$ cat config.mk
export PLATFORM = sky130hd
export DESIGN_NAME = state_notification_table
export DESIGN_NICKNAME = d
export VERILOG_FILES = /design/src/snt_pkg.sv /design/src/snt_ram.sv /design/src/snt_dp.sv /design/src/snt_ctrl.sv /design/src/state_notification_table.sv
export VERILOG_INCLUDE_DIRS = /design/src /design/src/src
export SDC_FILE = /design/constraint.sdc
export NUM_CORES = 1
export LEC_CHECK = 0
export BUFFER_PORTS_ARGS = -buffer_cell sky130_fd_sc_hd__buf_2
export CAP_MARGIN = 10
export CORE_MARGIN = 3
export CORE_UTILIZATION = 30
export CTS_BUF_LIST = sky130_fd_sc_hd__clkbuf_8
export CTS_CLUSTER_DIAMETER = 150
export DETAILED_ROUTE_END_ITERATION = 10
export PLACE_DENSITY = 0.48
export SETUP_SLACK_MARGIN = 0.15
export SYNTH_ARGS = -nofsm -noshare
export SYNTH_HDL_FRONTEND = slang
export SYNTH_HIERARCHICAL = 1
export SYNTH_SLANG_ARGS = --single-unit
$ cat constraint.sdc
create_clock -name i_clk -period 8.55 [get_ports i_clk]
set_clock_uncertainty 0.2 [all_clocks]
set_input_delay 0 -clock i_clk [delete_from_list [all_inputs] [get_ports i_clk]]
set_output_delay 0 -clock i_clk [all_outputs]
set_load 0.01 [all_outputs]
$ cat src/state_notification_table_defines.svh
// Assertion helpers for the state notification table.
`ifndef STATE_NOTIFICATION_TABLE_DEFINES_SVH
`define STATE_NOTIFICATION_TABLE_DEFINES_SVH

// Same-cycle implication, held off during reset.
`define SNT_ASSERT_NOW(label, clk, rst_n, ante, cons) \
    label: assert property (@(posedge clk) disable iff (!rst_n) (ante) |-> (cons)) \
        else $error("assertion failed");

// Next-cycle implication, held off during reset.
`define SNT_ASSERT_NEXT(label, clk, rst_n, ante, cons) \
    label: assert property (@(posedge clk) disable iff (!rst_n) (ante) |=> (cons)) \
        else $error("assertion failed");

`endif

$ cat src/snt_pkg.sv
`timescale 1ns / 1ps

package snt_pkg;

    localparam int SNT_SLOTS_DEFAULT = 8;

    localparam int STATE_W  = 8;
    localparam int THREAD_W = 8;
    localparam int SIGNAL_W = 31;
    localparam int ENTRY_W  = STATE_W + THREAD_W + SIGNAL_W;

    typedef enum logic [1:0] {
        KIND_SUBSCRIBE   = 2'd0,
        KIND_UNSUBSCRIBE = 2'd1,
        KIND_UPDATE      = 2'd2,
        KIND_FLUSH       = 2'd3
    } t_kind;

    typedef enum logic [1:0] {
        ACT_SET    = 2'd0,
        ACT_CLEAR  = 2'd1,
        ACT_STATUS = 2'd2
    } t_action;

    typedef enum logic [2:0] {
        ST_IDLE,
        ST_START,
        ST_RD,
        ST_CMP,
        ST_STATUS
    } t_state;

    // controller -> datapath
    typedef struct packed {
        logic accept;
        logic next_idx;
        logic rd_en;
        logic sub_write;
        logic set_refused;
        logic flush;
        logic free_slot;
        logic emit_clear;
        logic emit_notify;
        logic emit_status;
    } t_dp_cmd;

    // datapath -> controller
    typedef struct packed {
        t_kind kind;
        logic  cur_valid;
        logic  last_idx;
        logic  match;
        logic  out_free;
    } t_dp_stat;

endpackage

$ cat src/snt_ram.sv
`timescale 1ns / 1ps

module snt_ram #(
    parameter int WIDTH = 8,
    parameter int DEPTH = 8
) (
    input  logic                     i_clk,
    input  logic                     i_we,
    input  logic [$clog2(DEPTH)-1:0] i_waddr,
    input  logic [WIDTH-1:0]         i_wdata,
    input  logic                     i_re,
    input  logic [$clog2(DEPTH)-1:0] i_raddr,
    output logic [WIDTH-1:0]         o_rdata
);

    logic [WIDTH-1:0] r_mem [DEPTH];
    logic [WIDTH-1:0] r_rdata;

    always_ff @(posedge i_clk) begin
        if (i_we) begin
            r_mem[i_waddr] <= i_wdata;
        end
        if (i_re) begin
            r_rdata <= r_mem[i_raddr];
        end
    end

    assign o_rdata = r_rdata;

endmodule

$ cat src/snt_dp.sv
`timescale 1ns / 1ps

module snt_dp
    import snt_pkg::*;
#(
    parameter int SLOTS = SNT_SLOTS_DEFAULT
) (
    input  logic                i_clk,
    input  logic                i_rst_n,
    input  logic [1:0]          i_kind,
    input  logic [STATE_W-1:0]  i_state_code,
    input  logic [THREAD_W-1:0] i_thread_num,
    input  logic [SIGNAL_W-1:0] i_signal_mask,
    input  t_dp_cmd             i_cmd,
    output t_dp_stat            o_stat,
    output logic                o_out_valid,
    input  logic                i_out_ready,
    output logic [1:0]          o_action,
    output logic [THREAD_W-1:0] o_target_thread,
    output logic [SIGNAL_W-1:0] o_target_signal,
    output logic                o_refused,
    output logic                o_is_empty,
    output logic                o_is_full,
    output logic                o_last
);

    localparam int IDX_W = $clog2(SLOTS);
    localparam int CNT_W = $clog2(SLOTS + 1);

    // command word
    t_kind               r_kind, n_kind;
    logic [STATE_W-1:0]  r_state_code, n_state_code;
    logic [THREAD_W-1:0] r_thread, n_thread;
    logic [SIGNAL_W-1:0] r_signal, n_signal;

    // table control
    logic [IDX_W-1:0]    r_idx, n_idx;
    logic [SLOTS-1:0]    r_valid, n_valid;
    logic [CNT_W-1:0]    r_count, n_count;
    logic                r_refused, n_refused;

    // result register
    logic                r_out_valid, n_out_valid;
    t_action             r_action, n_action;
    logic [THREAD_W-1:0] r_tgt_thread, n_tgt_thread;
    logic [SIGNAL_W-1:0] r_tgt_signal, n_tgt_signal;
    logic                r_o_refused, n_o_refused;
    logic                r_o_empty, n_o_empty;
    logic                r_o_full, n_o_full;
    logic                r_o_last, n_o_last;

    logic [ENTRY_W-1:0]  w_rdata;
    logic [STATE_W-1:0]  w_rd_state;
    logic [THREAD_W-1:0] w_rd_thread;
    logic [SIGNAL_W-1:0] w_rd_signal;
    logic                w_out_free;
    logic                w_match;

    snt_ram #(
        .WIDTH (ENTRY_W),
        .DEPTH (SLOTS)
    ) u_ram (
        .i_clk   (i_clk),
        .i_we    (i_cmd.sub_write),
        .i_waddr (r_idx),
        .i_wdata ({r_state_code, r_thread, r_signal}),
        .i_re    (i_cmd.rd_en),
        .i_raddr (r_idx),
        .o_rdata (w_rdata)
    );

    assign {w_rd_state, w_rd_thread, w_rd_signal} = w_rdata;

    assign w_out_free = !r_out_valid || i_out_ready;

    always_comb begin
        w_match = 1'b0;
        unique case (r_kind)
            KIND_UNSUBSCRIBE: w_match = r_valid[r_idx] && (w_rd_thread == r_thread)
                                        && (w_rd_signal == r_signal);
            KIND_UPDATE:      w_match = r_valid[r_idx] && (w_rd_state == r_state_code);
            KIND_SUBSCRIBE,
            KIND_FLUSH:       w_match = 1'b0;
            default:          w_match = 1'b0;
        endcase
    end

    assign o_stat.kind      = r_kind;
    assign o_stat.cur_valid = r_valid[r_idx];
    assign o_stat.last_idx  = (r_idx == IDX_W'(SLOTS - 1));
    assign o_stat.match     = w_match;
    assign o_stat.out_free  = w_out_free;

    always_comb begin
        n_kind       = r_kind;
        n_state_code = r_state_code;
        n_thread     = r_thread;
        n_signal     = r_signal;
        n_idx        = r_idx;
        n_valid      = r_valid;
        n_count      = r_count;
        n_refused    = r_refused;

        if (i_cmd.accept) begin
            n_kind       = t_kind'(i_kind);
            n_state_code = i_state_code;
            n_thread     = i_thread_num;
            n_signal     = i_signal_mask;
            n_idx        = '0;
            n_refused    = 1'b0;
        end
        if (i_cmd.next_idx) begin
            n_idx = r_idx + IDX_W'(1);
        end
        if (i_cmd.set_refused) begin
            n_refused = 1'b1;
        end
        if (i_cmd.sub_write) begin
            n_valid[r_idx] = 1'b1;
            n_count        = r_count + CNT_W'(1);
        end
        if (i_cmd.free_slot) begin
            n_valid[r_idx] = 1'b0;
            n_count        = r_count - CNT_W'(1);
        end
        if (i_cmd.flush) begin
            n_valid = '0;
            n_count = '0;
        end
    end

    always_comb begin
        n_out_valid  = r_out_valid && !i_out_ready;
        n_action     = r_action;
        n_tgt_thread = r_tgt_thread;
        n_tgt_signal = r_tgt_signal;
        n_o_refused  = r_o_refused;
        n_o_empty    = r_o_empty;
        n_o_full     = r_o_full;
        n_o_last     = r_o_last;

        priority if (i_cmd.emit_clear) begin
            n_out_valid  = 1'b1;
            n_action     = ACT_CLEAR;
            n_tgt_thread = r_thread;
            n_tgt_signal = r_signal;
            n_o_refused  = 1'b0;
            n_o_empty    = 1'b0;
            n_o_full     = 1'b0;
            n_o_last     = 1'b0;
        end else if (i_cmd.emit_notify) begin
            n_out_valid  = 1'b1;
            n_action     = ACT_SET;
            n_tgt_thread = w_rd_thread;
            n_tgt_signal = w_rd_signal;
            n_o_refused  = 1'b0;
            n_o_empty    = 1'b0;
            n_o_full     = 1'b0;
            n_o_last     = 1'b0;
        end else if (i_cmd.emit_status) begin
            n_out_valid  = 1'b1;
            n_action     = ACT_STATUS;
            n_tgt_thread = '0;
            n_tgt_signal = '0;
            n_o_refused  = r_refused;
            n_o_empty    = (r_count == '0);
            n_o_full     = (r_count == CNT_W'(SLOTS));
            n_o_last     = 1'b1;
        end else begin
        end
    end

    always_ff @(posedge i_clk) begin
        if (!i_rst_n) begin
            r_idx       <= '0;
            r_valid     <= '0;
            r_count     <= '0;
            r_refused   <= 1'b0;
            r_out_valid <= 1'b0;
        end else begin
            r_idx       <= n_idx;
            r_valid     <= n_valid;
            r_count     <= n_count;
            r_refused   <= n_refused;
            r_out_valid <= n_out_valid;
        end
    end

    always_ff @(posedge i_clk) begin
        r_kind       <= n_kind;
        r_state_code <= n_state_code;
        r_thread     <= n_thread;
        r_signal     <= n_signal;
        r_action     <= n_action;
        r_tgt_thread <= n_tgt_thread;
        r_tgt_signal <= n_tgt_signal;
        r_o_refused  <= n_o_refused;
        r_o_empty    <= n_o_empty;
        r_o_full     <= n_o_full;
        r_o_last     <= n_o_last;
    end

    assign o_out_valid     = r_out_valid;
    assign o_action        = r_action;
    assign o_target_thread = r_tgt_thread;
    assign o_target_signal = r_tgt_signal;
    assign o_refused       = r_o_refused;
    assign o_is_empty      = r_o_empty;
    assign o_is_full       = r_o_full;
    assign o_last          = r_o_last;

endmodule

$ cat src/snt_ctrl.sv
`timescale 1ns / 1ps

module snt_ctrl
    import snt_pkg::*;
(
    input  logic     i_clk,
    input  logic     i_rst_n,
    input  logic     i_in_valid,
    output logic     o_in_ready,
    input  t_dp_stat i_stat,
    output t_dp_cmd  o_cmd
);

    t_state r_state, n_state;

    always_ff @(posedge i_clk) begin
        if (!i_rst_n) begin
            r_state <= ST_IDLE;
        end else begin
            r_state <= n_state;
        end
    end

    always_comb begin
        n_state    = r_state;
        o_cmd      = '0;
        o_in_ready = 1'b0;

        unique case (r_state)
            ST_IDLE: begin
                o_in_ready = 1'b1;
                if (i_in_valid) begin
                    o_cmd.accept = 1'b1;
                    n_state      = ST_START;
                end
            end

            ST_START: begin
                unique case (i_stat.kind)
                    KIND_UNSUBSCRIBE: begin
                        // clear-flags word goes out ahead of the scan
                        if (i_stat.out_free) begin
                            o_cmd.emit_clear = 1'b1;
                            n_state          = ST_RD;
                        end
                    end
                    KIND_FLUSH: begin
                        o_cmd.flush = 1'b1;
                        n_state     = ST_STATUS;
                    end
                    KIND_SUBSCRIBE,
                    KIND_UPDATE: n_state = ST_RD;
                    default:     n_state = ST_RD;
                endcase
            end

            ST_RD: begin
                if (i_stat.kind == KIND_SUBSCRIBE) begin
                    if (!i_stat.cur_valid) begin
                        o_cmd.sub_write = 1'b1;
                        n_state         = ST_STATUS;
                    end else if (i_stat.last_idx) begin
                        o_cmd.set_refused = 1'b1;
                        n_state           = ST_STATUS;
                    end else begin
                        o_cmd.next_idx = 1'b1;
                    end
                end else if (i_stat.cur_valid) begin
                    o_cmd.rd_en = 1'b1;
                    n_state     = ST_CMP;
                end else if (i_stat.last_idx) begin
                    n_state = ST_STATUS;
                end else begin
                    o_cmd.next_idx = 1'b1;
                end
            end

            ST_CMP: begin
                // update frees a matching slot only together with placing its notify word
                if (!(i_stat.match && i_stat.kind == KIND_UPDATE && !i_stat.out_free)) begin
                    if (i_stat.match) begin
                        o_cmd.free_slot   = 1'b1;
                        o_cmd.emit_notify = (i_stat.kind == KIND_UPDATE);
                    end
                    if (i_stat.last_idx) begin
                        n_state = ST_STATUS;
                    end else begin
                        o_cmd.next_idx = 1'b1;
                        n_state        = ST_RD;
                    end
                end
            end

            ST_STATUS: begin
                if (i_stat.out_free) begin
                    o_cmd.emit_status = 1'b1;
                    n_state           = ST_IDLE;
                end
            end

            default: n_state = ST_IDLE;
        endcase
    end

endmodule

$ cat src/state_notification_table.sv
`timescale 1ns / 1ps
// State notification table: SLOTS subscriptions of (state, thread, signal mask).
// Input channel (i_in_valid / o_in_ready) takes one command word: subscribe,
// unsubscribe, update state or flush. Output channel (o_out_valid / i_out_ready)
// returns result words: clear-flags (unsubscribe), one set-flags per matching
// slot (update, slot order), then always one status word with last = 1 that
// carries refused, is_empty and is_full as of the end of the command.
// One command at a time: ready is high only when the table is idle.
// The slot scan runs through the entry RAM (one read port, registered read):
// subscribe stops at the first free slot; unsubscribe and update pass a read
// state and then a compare state for each valid slot.
// A one-word output register sits between the scan and the receiver; a
// stalled receiver holds the scan at the next word to emit, nothing is lost.
// Reset (synchronous, active low) clears all valid bits and the slot count;
// the entry RAM needs no clearing pass since unwritten entries are never read.

`include "state_notification_table_defines.svh"

module state_notification_table
    import snt_pkg::*;
#(
    parameter int SLOTS = SNT_SLOTS_DEFAULT
) (
    input  logic                i_clk,
    input  logic                i_rst_n,
    input  logic                i_in_valid,
    output logic                o_in_ready,
    input  logic [1:0]          i_kind,
    input  logic [STATE_W-1:0]  i_state_code,
    input  logic [THREAD_W-1:0] i_thread_num,
    input  logic [SIGNAL_W-1:0] i_signal_mask,
    output logic                o_out_valid,
    input  logic                i_out_ready,
    output logic [1:0]          o_action,
    output logic [THREAD_W-1:0] o_target_thread,
    output logic [SIGNAL_W-1:0] o_target_signal,
    output logic                o_refused,
    output logic                o_is_empty,
    output logic                o_is_full,
    output logic                o_last
);

    t_dp_cmd  w_cmd;
    t_dp_stat w_stat;

    // sequencer: walks the slots, decides when to emit and when to free
    snt_ctrl u_ctrl (
        .i_clk      (i_clk),
        .i_rst_n    (i_rst_n),
        .i_in_valid (i_in_valid),
        .o_in_ready (o_in_ready),
        .i_stat     (w_stat),
        .o_cmd      (w_cmd)
    );

    // valid bits, slot count, entry RAM, result register
    snt_dp #(
        .SLOTS (SLOTS)
    ) u_dp (
        .i_clk           (i_clk),
        .i_rst_n         (i_rst_n),
        .i_kind          (i_kind),
        .i_state_code    (i_state_code),
        .i_thread_num    (i_thread_num),
        .i_signal_mask   (i_signal_mask),
        .i_cmd           (w_cmd),
        .o_stat          (w_stat),
        .o_out_valid     (o_out_valid),
        .i_out_ready     (i_out_ready),
        .o_action        (o_action),
        .o_target_thread (o_target_thread),
        .o_target_signal (o_target_signal),
        .o_refused       (o_refused),
        .o_is_empty      (o_is_empty),
        .o_is_full       (o_is_full),
        .o_last          (o_last)
    );

    // a new command never enters on the cycle after one was taken
    `SNT_ASSERT_NEXT(a_busy_after_accept, i_clk, i_rst_n, i_in_valid && o_in_ready, !o_in_ready)

    // the result register is loaded only when it is free
    `SNT_ASSERT_NOW(a_emit_when_free, i_clk, i_rst_n,
        w_cmd.emit_clear || w_cmd.emit_notify || w_cmd.emit_status, w_stat.out_free)

    // the closing word of a command is always a status word
    `SNT_ASSERT_NOW(a_last_is_status, i_clk, i_rst_n, o_out_valid && o_last,
        o_action == ACT_STATUS)

    // a table cannot be full and empty at once
    `SNT_ASSERT_NOW(a_full_xor_empty, i_clk, i_rst_n, o_out_valid, !(o_is_full && o_is_empty))

endmodule

==> flow_metrics.tcl <==
set metrics [dict create \
    wl_met3_mm 2.60 \
    numCtsBuffers 93 \
    routed_wl_mm 49.3 \
    period_share 0.523 \
    vias_per_cell 4.77 \
    grt_pass1_vias 11100 \
    r2r-end "u_dp/u_ram/r_mem[0][8]" \
    antenna_found_initial 1 \
    gp_congestion 0.719 \
    critPathBufInv 2 \
    worst_pin_slew_ns 1.14 \
    final_hold_viol_count 0 \
    vias 10400 \
    yosys_warnings 6 \
    core_um2 67600 \
    detail_route.iter0.violations 697 \
    cts_tree "yes" \
    p_total_mw 5.37 \
    post_cts_buffers 0 \
    synth.distinct_cells 61 \
    met1_length_mm 21.3 \
    ant_nets 0 \
    hp-class "in2reg" \
    reg2reg_from "u_dp/r_idx[0]" \
    dieArea_um2 72000 \
    crit_path_end_kind "flop" \
    finalSetupTns_ns 0 \
    critPathSlowestCell "nor3_2" \
    reg2reg_depth 8 \
    wire_per_inst_um 22.5 \
    required_ns 8.61 \
    ys_seq_elements 536 \
    status "completed" \
    rows 95 \
    hold_start "i_in_valid" \
    clock_latency_ns 0.66 \
    start_util 0.305 \
    power.density_nw_per_um2 216 \
    hold_depth 4 \
    avgSynthCellArea_um2 21.1 \
    top_layer_used "met4" \
    nets 1303 \
    synth-edff-count 511 \
    drt_pre_antenna_iters 5 \
    synth_flop_cell "edfxtp_1" \
    cp_slowest_stage_delay_ns 0.92 \
    holdPathEnd "u_ctrl/r_state[0]" \
    clk_pin_slew_ns 0.06 \
    clock-sinks 536 \
    rsz0062_at_grt "false" \
    maxSlewViolCount 0 \
    crit_type "reg2reg" \
    ctsLongestPathBuffers 3 \
    cts_root_buffer "clkbuf_8" \
    crit_path_cell_trace "mux2_4 -> a22o_1 -> a22o_1 -> nor4_1 -> buf_4 -> nand2b_1 -> nor3_2 -> buf_4" \
    drive_gt1_frac 0.301 \
    die_width_um 268 \
    period_needed_ns 4.47 \
    die_y_um 268 \
    cp.arrival_ns 4.53 \
    grt_util_all_layers 0.139 \
    synth-async-reset-ratio 0 \
    leakage_nw 8.01 \
    grt_pass1_wl_mm 73.0 \
    fmax_mhz 224 \
    irDropWorstVdd_v 0.000102 \
    regToRegSetupSlack_ns 4.08 \
    port_buffers 99 \
    slew_headroom 0.237 \
    maxCapViolCount 0 \
    cpLargestDelayFamily "simple AND/OR/NAND/NOR gates" \
    syn_nets 1035 \
    htree_levels 3 \
    drc_errors 0 \
    hpwl_mm 26.8 \
    synth_area_um2 20600 \
    wl_met2_mm 24.5 \
    start_kind "flop" \
    finalSetupViolCount 0 \
    ioPinCount 100 \
    startpoint "u_dp/r_idx[0]" \
    worstPathMaxFanout 37 \
    netlist_instances 977 \
    grt_max_degree 68 \
    hold-worst-slack_ns 0.0759 \
    syn_to_final_growth_pct 20.4 \
    yosysSeqAreaShare 0.767 \
    overflow 0 \
]
-- report_power, final --
part / internal [mW] / switching [mW]
combinational: 0.118 / 0.116
sequential: 2.95 / 0.0770
clock: 1.10 / 1.01
-- state kept, by name, summed over array words and instances, names as in the netlist, 8 cells and up --
| name | flops |
|---|---|
| u_dp/o_target_signal | 31 |
| u_dp/o_target_thread | 8 |
| u_dp/r_signal | 31 |
| u_dp/r_state_code | 8 |
| u_dp/r_thread | 8 |
| u_dp/r_valid | 8 |
| u_dp/u_ram/o_rdata | 47 |
| u_dp/u_ram/r_mem | 376 |
-- final cells by class --
| class | count | area (µm²) |
|---|---|---|
| clock buffer | 96 | 1320 |
| timing repair buffer | 220 | 1660 |
| antenna | 1 | 2.50 |
| multi-input combinational | 388 | 4580 |
| clock inverter | 69 | 338 |
| sequential | 536 | 15900 |
| fill | 6287 | 42800 |
| inverter | 6 | 22.5 |
| tap | 873 | 1090 |
-- layout by cell type (no fill, tap or decap), types with 5 or more instances in the layout --
cell type / netlist / final
nor3_1: 11 / 9
dfxtp_1: 25 / 22
nor2b_1: 11 / 10
nor2_4: 0 / 7
clkbuf_8: 0 / 96
edfxtp_1: 511 / 511
clkinv_2: 0 / 8
mux4_2: 94 / 94
clkinv_1: 0 / 30
mux2i_1: 5 / 5
xor2_1: 12 / 12
nor4_1: 9 / 8
buf_2: 16 / 99
nand4_1: 10 / 10
inv_1: 6 / 31
a21oi_1: 10 / 10
nor2_1: 20 / 14
mux2_2: 48 / 48
dlygate4sd3_1: 0 / 103
nand2_1: 10 / 10
nand2b_1: 7 / 7
buf_4: 9 / 18
a22o_1: 40 / 40
xnor2_1: 38 / 38
-- timing repair --
item / 4_1_cts / 5_1_grt
hold buffers: 103 / 0
resized for setup: 0 / 0
hold endpoints to repair: 82 / 0
-- worst max-delay path by stage --
stage                                    to  slack (ns)  cells after the start
global placement     u_dp/u_ram/r_mem[0][4]        4.02                      9
finish               u_dp/u_ram/r_mem[0][8]        4.08                      8
floorplan            u_dp/u_ram/r_mem[4][0]        2.38                      6
detailed placement   u_dp/u_ram/r_mem[0][4]        3.99                      8
CTS                 u_dp/u_ram/r_mem[0][43]        3.98                      9
global route        u_dp/u_ram/r_mem[0][46]        3.73                      9
-- layer usage --
| metal | global-route usage | vias up |
|---|---|---|
| li1 | - | 4593 |
| met1 | 0.183 | 5535 |
| met2 | 0.229 | 243 |
| met3 | 0.0291 | 73 |
| met4 | 0.0469 | 0 |
| met5 | 0 | - |
-- cell families after synthesis --
family | share of synthesized area
flops | 0.767
xor+xnor | 0.0212
mux | 0.132
simple gates | 0.0293
fa+ha+maj | 0.00339
buf+inv | 0.0148
compound gates | 0.0321
-- worst reg2reg max path: cells and delay by family, from the launching register on --
family | cells | cell delay (ns)
compound gates | 2 | 0.49
flops | 1 | 0.63
buf+inv | 2 | 0.94
mux | 1 | 0.35
simple gates | 3 | 1.47
-- synthesized netlist by cell type, types with 2 or more instances --
| master | instances | area share |
|---|---|---|
| and3_1 | 2 | 0.00061 |
| inv_1 | 6 | 0.0011 |
| clkbuf_1 | 9 | 0.0016 |
| a21o_1 | 2 | 0.00073 |
| nor4_1 | 9 | 0.0027 |
| nand2b_1 | 7 | 0.0021 |
| a21boi_1 | 3 | 0.0011 |
| nor3_1 | 11 | 0.0027 |
| xor2_1 | 12 | 0.0051 |
| o311ai_1 | 2 | 0.00085 |
| mux2i_1 | 5 | 0.0024 |
| nor2b_1 | 11 | 0.0033 |
| nand2_1 | 10 | 0.0018 |
| nor3b_1 | 2 | 0.00073 |
| a211oi_2 | 2 | 0.0012 |
| buf_2 | 16 | 0.0039 |
| mux2_2 | 48 | 0.026 |
| a22o_1 | 40 | 0.017 |
| o211a_1 | 2 | 0.00097 |
| nand4_1 | 10 | 0.0030 |
| dfxtp_1 | 25 | 0.024 |
| xnor2_1 | 38 | 0.016 |
| buf_4 | 9 | 0.0033 |
| buf_1 | 6 | 0.0011 |
| buf_6 | 7 | 0.0038 |
| ha_1 | 4 | 0.0024 |
| a31oi_1 | 4 | 0.0012 |
| a21oi_1 | 10 | 0.0024 |
| edfxtp_1 | 511 | 0.74 |
| o21ai_2 | 2 | 0.00085 |
| a311oi_1 | 4 | 0.0017 |
| nor2_1 | 20 | 0.0036 |
| o21ai_1 | 2 | 0.00048 |
| nand3_1 | 2 | 0.00048 |
| and4b_1 | 2 | 0.00097 |
| nand3b_1 | 2 | 0.00073 |
| mux4_2 | 94 | 0.10 |
| a211oi_1 | 3 | 0.0011 |
-- per-stage QoR --
| step | setup WS [ns] | utilization | std cells | cell area [µm²] |
|---|---|---|---|---|
| 2_1_floorplan | 2.38 | - | 977 | 20600 |
| 5_1_grt | 3.73 | 0.368 | 2189 | 24900 |
| 3_5_place_dp | 3.99 | 0.328 | 1920 | 22200 |
| 4_1_cts | 3.98 | 0.368 | 2188 | 24900 |
| 6_report | 4.08 | 0.368 | 2189 | 24900 |
| 3_3_place_gp | 4.02 | 0.328 | 1920 | 22200 |
(Power assumes the default switching activity.)
